## config.mk

```make
export PLATFORM = sky130hd
export DESIGN_NAME = rmat_engine
export DESIGN_NICKNAME = d
export VERILOG_FILES = /design/src/sv/rmat_pkg.sv /design/src/sv/rmat_engine.sv
export SDC_FILE = /design/constraint.sdc
export NUM_CORES = 2
export LEC_CHECK = 0
export BUFFER_PORTS_ARGS = -buffer_cell sky130_fd_sc_hd__buf_4
export CORE_MARGIN = 2
export CORE_UTILIZATION = 55
export CTS_CLUSTER_SIZE = 40
export DETAILED_ROUTE_END_ITERATION = 8
export GPL_TIMING_DRIVEN = 0
export PLACE_DENSITY_LB_ADDON = 0.15
export SYNTH_ARGS = -nofsm -noshare
export SYNTH_HDL_FRONTEND = slang
export SYNTH_SLANG_ARGS = --single-unit
```

## constraint.sdc

```tcl
create_clock -name clk -period 8.1 [get_ports clk]
set_clock_uncertainty 0.1 [all_clocks]
set_input_delay 1.62 -clock clk [delete_from_list [all_inputs] [get_ports clk]]
set_output_delay 1.62 -clock clk [all_outputs]
set_load 0.02 [all_outputs]
```

## src/sv/rmat_pkg.sv

```systemverilog
// ----------------------------------------------------------------------------
// Rate-monotonic admission test: shared package
// Request codes, verdict codes, fixed widths and the types that pass between
// the command queue, the analysis engine and the shared divider.
// ----------------------------------------------------------------------------
`default_nettype none
package rmat_pkg;

  // Width of the cost and period fields.
  localparam int TW = 16;
  // Width of the utilisation dividend, cost shifted up by 24 bits.
  localparam int DW = TW + 24;

  // Request kinds.
  localparam logic [1:0] KIND_SET   = 2'd0;
  localparam logic [1:0] KIND_CLEAR = 2'd1;
  localparam logic [1:0] KIND_TEST  = 2'd2;

  // Verdicts.
  localparam logic [1:0] V_BOUND = 2'd0;
  localparam logic [1:0] V_RTA   = 2'd1;
  localparam logic [1:0] V_OVER  = 2'd2;
  localparam logic [1:0] V_MISS  = 2'd3;

  // Utilisation limits in Q1.24.
  localparam logic [24:0] Q_ONE   = 25'h1000000;
  localparam logic [24:0] LN2_Q24 = 25'h0B17217;

  // One queued request.
  typedef struct packed {
    logic [1:0]    kind;
    logic [3:0]    slot;
    logic [TW-1:0] cost;
    logic [TW-1:0] period;
  } cmd_t;

  // Divider start request.
  typedef struct packed {
    logic          start;
    logic [DW-1:0] dividend;
    logic [TW-1:0] divisor;
  } div_req_t;

  // Divider status and result.
  typedef struct packed {
    logic          busy;
    logic          done;
    logic [DW-1:0] quot;
  } div_rsp_t;

endpackage
`default_nettype wire

```

## src/sv/rmat_engine.sv

```systemverilog
// ----------------------------------------------------------------------------
// Admission engine
// Carries out queued requests: keeps the task table, sums utilisation and
// runs exact response-time analysis with the shared divider.
// ----------------------------------------------------------------------------
`default_nettype none
module rmat_engine
  import rmat_pkg::*;
#(
  parameter int MAX_TASKS = 16
) (
  input  wire logic     clk,
  input  wire logic     rst_n,
  input  wire cmd_t     cmd,
  input  wire logic     cmd_empty,
  output logic          cmd_pop,
  input  wire logic     res_full,
  output logic          res_push,
  output logic [1:0]    res_verdict,
  output div_req_t      div_req,
  input  wire div_rsp_t div_rsp
);

  localparam int AW    = (MAX_TASKS > 1) ? $clog2(MAX_TASKS) : 1;
  localparam int IW    = $clog2(MAX_TASKS + 2);
  localparam int SUM_W = DW + 1 + $clog2(MAX_TASKS + 1);
  localparam logic [IW-1:0] CAND = IW'(MAX_TASKS);
  localparam logic [IW-1:0] LAST = IW'(MAX_TASKS + 1);

  localparam logic [3:0] S_IDLE = 4'd0;
  localparam logic [3:0] S_URD  = 4'd1;
  localparam logic [3:0] S_UWT  = 4'd2;
  localparam logic [3:0] S_UDIV = 4'd3;
  localparam logic [3:0] S_UCHK = 4'd4;
  localparam logic [3:0] S_LDI  = 4'd5;
  localparam logic [3:0] S_WTI  = 4'd6;
  localparam logic [3:0] S_INIT = 4'd7;
  localparam logic [3:0] S_LDJ  = 4'd8;
  localparam logic [3:0] S_WTJ  = 4'd9;
  localparam logic [3:0] S_HP   = 4'd10;
  localparam logic [3:0] S_RDIV = 4'd11;
  localparam logic [3:0] S_MUL  = 4'd12;
  localparam logic [3:0] S_DONE = 4'd13;

  // Task table: cost in the upper half, period in the lower half.
  logic [2*TW-1:0]      mem [MAX_TASKS];
  logic [2*TW-1:0]      rd_data_r;
  logic                 rd_en;
  logic [AW-1:0]        rd_addr;
  logic                 wr_en;

  logic [3:0]           state_r, state_nxt;
  logic [MAX_TASKS-1:0] valid_r, valid_nxt;
  logic [IW-1:0]        idx_r, idx_nxt;
  logic [IW-1:0]        j_r, j_nxt;
  logic [SUM_W-1:0]     sum_r, sum_nxt;
  logic [TW-1:0]        cc_r, cc_nxt;
  logic [TW-1:0]        cp_r, cp_nxt;
  logic [TW-1:0]        ci_r, ci_nxt;
  logic [TW-1:0]        pi_r, pi_nxt;
  logic [TW-1:0]        cj_r, cj_nxt;
  logic [TW-1:0]        pj_r, pj_nxt;
  logic [TW-1:0]        rr_r, rr_nxt;
  logic [TW-1:0]        acc_r, acc_nxt;
  logic [2*TW:0]        prod_r, prod_nxt;
  logic [1:0]           verdict_r, verdict_nxt;

  logic                 idx_vld;
  logic                 j_vld;
  logic                 slot_ok;
  logic [TW:0]          ceil_num;
  logic [2*TW+1:0]      acc_sum;
  logic [TW-1:0]        rd_cost;
  logic [TW-1:0]        rd_period;

  assign rd_cost     = rd_data_r[2*TW-1:TW];
  assign rd_period   = rd_data_r[TW-1:0];
  assign idx_vld     = (idx_r < CAND) && valid_r[idx_r[AW-1:0]];
  assign j_vld       = (j_r < CAND) && valid_r[j_r[AW-1:0]];
  assign slot_ok     = (32'(cmd.slot) < MAX_TASKS);
  assign ceil_num    = {1'b0, rr_r} + {1'b0, pj_r} - (TW+1)'(1);
  assign acc_sum     = {{(TW+2){1'b0}}, acc_r} + {1'b0, prod_r};
  assign res_verdict = verdict_r;

  // Sequencer for table updates, utilisation pass and response-time analysis.
  always_comb begin
    state_nxt   = state_r;
    valid_nxt   = valid_r;
    idx_nxt     = idx_r;
    j_nxt       = j_r;
    sum_nxt     = sum_r;
    cc_nxt      = cc_r;
    cp_nxt      = cp_r;
    ci_nxt      = ci_r;
    pi_nxt      = pi_r;
    cj_nxt      = cj_r;
    pj_nxt      = pj_r;
    rr_nxt      = rr_r;
    acc_nxt     = acc_r;
    prod_nxt    = prod_r;
    verdict_nxt = verdict_r;
    cmd_pop     = 1'b0;
    res_push    = 1'b0;
    rd_en       = 1'b0;
    rd_addr     = idx_r[AW-1:0];
    wr_en       = 1'b0;
    div_req     = '0;
    case (state_r)
      S_IDLE: begin
        if (!cmd_empty) begin
          cmd_pop = 1'b1;
          case (cmd.kind)
            KIND_SET: begin
              if (slot_ok) begin
                wr_en                     = 1'b1;
                valid_nxt[AW'(cmd.slot)] = 1'b1;
              end
            end
            KIND_CLEAR: begin
              if (slot_ok) begin
                valid_nxt[AW'(cmd.slot)] = 1'b0;
              end
            end
            KIND_TEST: begin
              cc_nxt  = cmd.cost;
              cp_nxt  = cmd.period;
              idx_nxt = '0;
              sum_nxt = '0;
              if (cmd.period == '0) begin
                verdict_nxt = V_OVER;
                state_nxt   = S_DONE;
              end else begin
                state_nxt = S_URD;
              end
            end
            default: begin
            end
          endcase
        end
      end
      // Utilisation pass: one term per valid slot, then the candidate.
      S_URD: begin
        if (idx_r == CAND) begin
          div_req.start    = 1'b1;
          div_req.dividend = {cc_r, 24'd0};
          div_req.divisor  = cp_r;
          state_nxt        = S_UDIV;
        end else if (!idx_vld) begin
          idx_nxt = idx_r + IW'(1);
        end else begin
          rd_en     = 1'b1;
          state_nxt = S_UWT;
        end
      end
      S_UWT: begin
        if (rd_period == '0) begin
          verdict_nxt = V_OVER;
          state_nxt   = S_DONE;
        end else begin
          div_req.start    = 1'b1;
          div_req.dividend = {rd_cost, 24'd0};
          div_req.divisor  = rd_period;
          state_nxt        = S_UDIV;
        end
      end
      S_UDIV: begin
        if (div_rsp.done) begin
          sum_nxt = sum_r + SUM_W'(div_rsp.quot);
          if (idx_r == CAND) begin
            state_nxt = S_UCHK;
          end else begin
            idx_nxt   = idx_r + IW'(1);
            state_nxt = S_URD;
          end
        end
      end
      S_UCHK: begin
        idx_nxt = '0;
        if (sum_r > SUM_W'(Q_ONE)) begin
          verdict_nxt = V_OVER;
          state_nxt   = S_DONE;
        end else if (sum_r <= SUM_W'(LN2_Q24)) begin
          verdict_nxt = V_BOUND;
          state_nxt   = S_DONE;
        end else begin
          state_nxt = S_LDI;
        end
      end
      // Load task i for the analysis.
      S_LDI: begin
        if (idx_r == CAND) begin
          ci_nxt    = cc_r;
          pi_nxt    = cp_r;
          state_nxt = S_INIT;
        end else if (!idx_vld) begin
          idx_nxt = idx_r + IW'(1);
        end else begin
          rd_en     = 1'b1;
          state_nxt = S_WTI;
        end
      end
      S_WTI: begin
        ci_nxt    = rd_cost;
        pi_nxt    = rd_period;
        state_nxt = S_INIT;
      end
      S_INIT: begin
        rr_nxt  = ci_r;
        acc_nxt = ci_r;
        j_nxt   = '0;
        if (ci_r > pi_r) begin
          verdict_nxt = V_MISS;
          state_nxt   = S_DONE;
        end else begin
          state_nxt = S_LDJ;
        end
      end
      // Walk every other task; those of higher priority add interference.
      S_LDJ: begin
        rd_addr = j_r[AW-1:0];
        if (j_r == LAST) begin
          j_nxt = '0;
          if (acc_r == rr_r) begin
            if (idx_r == CAND) begin
              verdict_nxt = V_RTA;
              state_nxt   = S_DONE;
            end else begin
              idx_nxt   = idx_r + IW'(1);
              state_nxt = S_LDI;
            end
          end else begin
            rr_nxt  = acc_r;
            acc_nxt = ci_r;
          end
        end else if (j_r == idx_r || (j_r != CAND && !j_vld)) begin
          j_nxt = j_r + IW'(1);
        end else if (j_r == CAND) begin
          cj_nxt    = cc_r;
          pj_nxt    = cp_r;
          state_nxt = S_HP;
        end else begin
          rd_en     = 1'b1;
          state_nxt = S_WTJ;
        end
      end
      S_WTJ: begin
        cj_nxt    = rd_cost;
        pj_nxt    = rd_period;
        state_nxt = S_HP;
      end
      S_HP: begin
        if (pj_r < pi_r || (pj_r == pi_r && j_r < idx_r)) begin
          div_req.start    = 1'b1;
          div_req.dividend = DW'(ceil_num);
          div_req.divisor  = pj_r;
          state_nxt        = S_RDIV;
        end else begin
          j_nxt     = j_r + IW'(1);
          state_nxt = S_LDJ;
        end
      end
      S_RDIV: begin
        if (div_rsp.done) begin
          prod_nxt  = div_rsp.quot[TW:0] * cj_r;
          state_nxt = S_MUL;
        end
      end
      S_MUL: begin
        if (acc_sum > {{(TW+2){1'b0}}, pi_r}) begin
          verdict_nxt = V_MISS;
          state_nxt   = S_DONE;
        end else begin
          acc_nxt   = acc_sum[TW-1:0];
          j_nxt     = j_r + IW'(1);
          state_nxt = S_LDJ;
        end
      end
      S_DONE: begin
        if (!res_full) begin
          res_push  = 1'b1;
          state_nxt = S_IDLE;
        end
      end
      default: begin
        state_nxt = S_IDLE;
      end
    endcase
  end

  // Control state.
  always_ff @(posedge clk) begin
    if (!rst_n) begin
      state_r <= S_IDLE;
      valid_r <= '0;
    end else begin
      state_r <= state_nxt;
      valid_r <= valid_nxt;
    end
  end

  // Working registers.
  always_ff @(posedge clk) begin
    idx_r     <= idx_nxt;
    j_r       <= j_nxt;
    sum_r     <= sum_nxt;
    cc_r      <= cc_nxt;
    cp_r      <= cp_nxt;
    ci_r      <= ci_nxt;
    pi_r      <= pi_nxt;
    cj_r      <= cj_nxt;
    pj_r      <= pj_nxt;
    rr_r      <= rr_nxt;
    acc_r     <= acc_nxt;
    prod_r    <= prod_nxt;
    verdict_r <= verdict_nxt;
  end

  // Table memory: one write port, one registered read port.
  always_ff @(posedge clk) begin
    if (wr_en) begin
      mem[AW'(cmd.slot)] <= {cmd.cost, cmd.period};
    end
    if (rd_en) begin
      rd_data_r <= mem[rd_addr];
    end
  end

endmodule
`default_nettype wire

```

==> results_dict.tcl <==
set metrics [dict create \
    outcome "finished clean" \
    synth_top_cells_by_area "edfxtp_1 (50%), fa_1 (9.2%), ha_1 (6.8%), mux4_2 (6.8%), nand2_1 (3.1%)" \
    path_clk_slew_ns 0.06 \
    ios 145 \
    end_kind "register" \
    gp_congestion 0.929 \
    fp.coreArea_mm2 0.0822 \
    slowest_delay_ns 0.57 \
    r2r-start "cj_r[3]" \
    syn_area_mm2 0.0457 \
    slew_viol_final 0 \
    first_pass_iters 7 \
    total_power_mw 16.3 \
    synth-adder-area-share_pct 16.1 \
    yosys_warnings 0 \
    worstPathRequired_ns 8.36 \
    grt_start_max_net_pins 34 \
    grt_pass1_wl_um 179000 \
    wire_per_inst_um 23.8 \
    slew_headroom_pct 7.63 \
    grt_pass1_vias 29600 \
    yosys.area_share.simple_pct 10.1 \
    cts_setup_buffers 0 \
    synth_xor_area_share_pct 2.11 \
    multi_input_area_mm2 0.0207 \
    setup_viol 0 \
    placed_area_mm2 0.0489 \
    utilization_pct 62.8 \
    fin_crit_sh_pct 96.4 \
    yosysSeqAreaShare_pct 51.0 \
    top_layer "met5" \
    start_util_pct 55.6 \
    timing.rr.end "prod_r[30]" \
    design.die.area_mm2 0.0855 \
    cp.arrival_ns 8.07 \
    drive_gt1_share_pct 14.8 \
    cts_buffers 82 \
    diodes 0 \
    leakage_nw 20.0 \
    drt-initial-drc-count 2636 \
    synth.area.mux_share_pct 8.80 \
    setup_ws_ns 0.291 \
    synth.distinct_cells 79 \
    async_flop_share_pct 0 \
    viasPerCell 6.01 \
    cts_root_buf "clkbuf_16" \
    rsz0062_at_grt "false" \
    die_w_um 292 \
    seq_area_mm2 0.0233 \
    crit_type "primary input to register" \
    grt_util_all_layers_pct 27.8 \
    slowest_stage "fa_1" \
    fillers 6335 \
    synth_edf_count 763 \
    hold_class "register to register" \
    synth-compound-area-share_pct 7.66 \
    h-tree-depth 3 \
    drt-met1-wl_um 48400 \
    num_rows 105 \
    tightest_slew_ns 1.39 \
    cts.sinks 783 \
    antenna_found_initial 4 \
    nNetsFinal 4359 \
    synth_ff_type "edfxtp_1" \
    maxCapViolations 0 \
    drc 0 \
    syn_inst 3557 \
    met2_wirelength_um 56300 \
    cp_cell_sequence "buf_4, buf_2, nand2_1, fa_1, fa_1, inv_1, fa_1, fa_1, fa_1, inv_1, fa_1, inv_1, ha_1, a2111oi_2, nand2_1, nand2_1, a311oi_1, o41a_1, a221oi_4, o21ai_1, a21o_1, a21oi_1, xnor2_1" \
    die_h_um 292 \
    area_growth_pct 12.8 \
    postCtsHoldBufs 0 \
    ys_ff_latch 783 \
    dp_hpwl_um 88400 \
    ant_nets 0 \
    ff2ff_path_depth 22 \
    clk-insertion-delay-late_ns 0.67 \
    setup-tns-final_ns 0 \
    io_buffers 135 \
    cts_max_path_buffers 3 \
    grt_remaining_overflow 0 \
    pre_cts_slack_ns -1.29 \
    wirelength_um 118000 \
    hold_viol 0 \
    hold_depth 2 \
    powerDensity_mw_per_mm2 316 \
    synth_top_family_by_area "adder cells" \
    cts_tree "built" \
    vdd_drop_max_mv 0.462 \
    synth_top_cell_area_share_pct 50.1 \
    yosysTopAreaCell "edfxtp_1" \
    worstPathMaxFanout 10 \
    rrSetupSlack_ns 0.54 \
    crit_path_start_kind "primary input" \
    vias 29800 \
    fin_area_mm2 0.0516 \
    avgSynthCellArea_um2 12.9 \
    finalCriticalPeriod_ns 7.81 \
    critPathMostFrequentCell "fa_1" \
    wl_met3_um 8470 \
    fmax_mhz 128 \
]
## per-stage QoR
step                std cells  hold WS, ns
global placement         4768        0.392
CTS                      4954        0.424
floorplan                3563        0.362
detailed placement       4809        0.407
global route             4951        0.458
finish                   4951        0.430
## per-layer routing
layer  GRT usage (%)  vias to the layer above
met5               0                        -
met4            10.9                        8
met3            4.12                      234
met2            44.8                     1155
met1            38.4                    14900
li1                -                    13400
## report_power, final
part           total (mW)  switching [mW]  internal [mW]
sequential           4.99           0.105           4.89
combinational        7.58            4.46           3.13
clock                3.75            1.63           2.12
total                16.3            6.19           10.1
## worst max-delay path: cells and delay by family
family / cells / cell delay, ns
simple gates: 3 / 0.27
xor+xnor: 1 / 0.13
fa+ha+maj: 7 / 3.60
buf+inv: 5 / 0.63
compound gates: 7 / 1.80
## cell type report
cell class / count / area share [%]
Inverter: 366 / 2.66
Sequential cell: 783 / 45.2
Clock inverter: 53 / 1.17
Timing Repair Buffer: 176 / 3.15
Tap cell: 1070 / 2.59
Clock buffer: 98 / 4.09
Multi-Input combinational cell: 2266 / 40.1
Buffer: 139 / 1.09
## sequential cells by signal (all words and copies together), names as in the netlist, 4 cells and up, named ones only
| register | cells |
|---|---|
| pi_r | 16 |
| state_r | 4 |
| sum_r | 46 |
| cc_r | 16 |
| cp_r | 16 |
| ci_r | 16 |
| rr_r | 16 |
| pj_r | 16 |
| idx_r | 5 |
| acc_r | 16 |
| rd_data_r | 32 |
| j_r | 5 |
| prod_r | 33 |
| mem | 512 |
| cj_r | 16 |
## how the worst max path moves through the flow
stage                             to  startpoint
after floorplan           prod_r[32]  div_rsp[0]
after global placement    prod_r[32]  div_rsp[1]
after detailed placement  prod_r[32]  div_rsp[0]
after CTS                 prod_r[32]  div_rsp[2]
after global routing      prod_r[32]  div_rsp[2]
final                     prod_r[30]  div_rsp[2]
## cell usage after synthesis (61+ instances only)
cell / n
o21ai_0: 79
nand2_1: 372
and2_1: 170
xnor2_1: 74
nor2_1: 166
inv_1: 366
mux2_2: 76
ha_1: 250
fa_1: 211
clkbuf_1: 116
edfxtp_1: 763
mux4_2: 138
a21oi_1: 101
a21o_1: 61
## logic make-up after synthesis
group                    Yosys count
other                              1
flip-flops                       783
AO/OA/AOI/OAI                    512
buffers and inverters            514
multiplexers                     220
adder cells (fa/ha/maj)          461
AND/OR/NAND/NOR                  956
XOR/XNOR                         110
## repair_timing
action,CTS,global route
pin swaps,0,2
endpoints found under the setup margin,4,4
resized for setup,10,8
cloned,0,0
hold endpoints to repair,0,0
## cells in the final DEF (no fill, tap or decap), types with 52 or more instances in the layout
cell and n:
a211oi_1 52, a21oi_1 99, inv_1 366, xnor2_1 73, o21ai_0 77, edfxtp_1 763
ha_1 250, buf_4 143, nor2_1 157, mux2_2 76, and2_1 170, mux4_2 138
clkbuf_16 82, nand2_1 372, clkbuf_1 117, a21o_1 61, fa_1 211
Power figures use the tool's default switching activity.
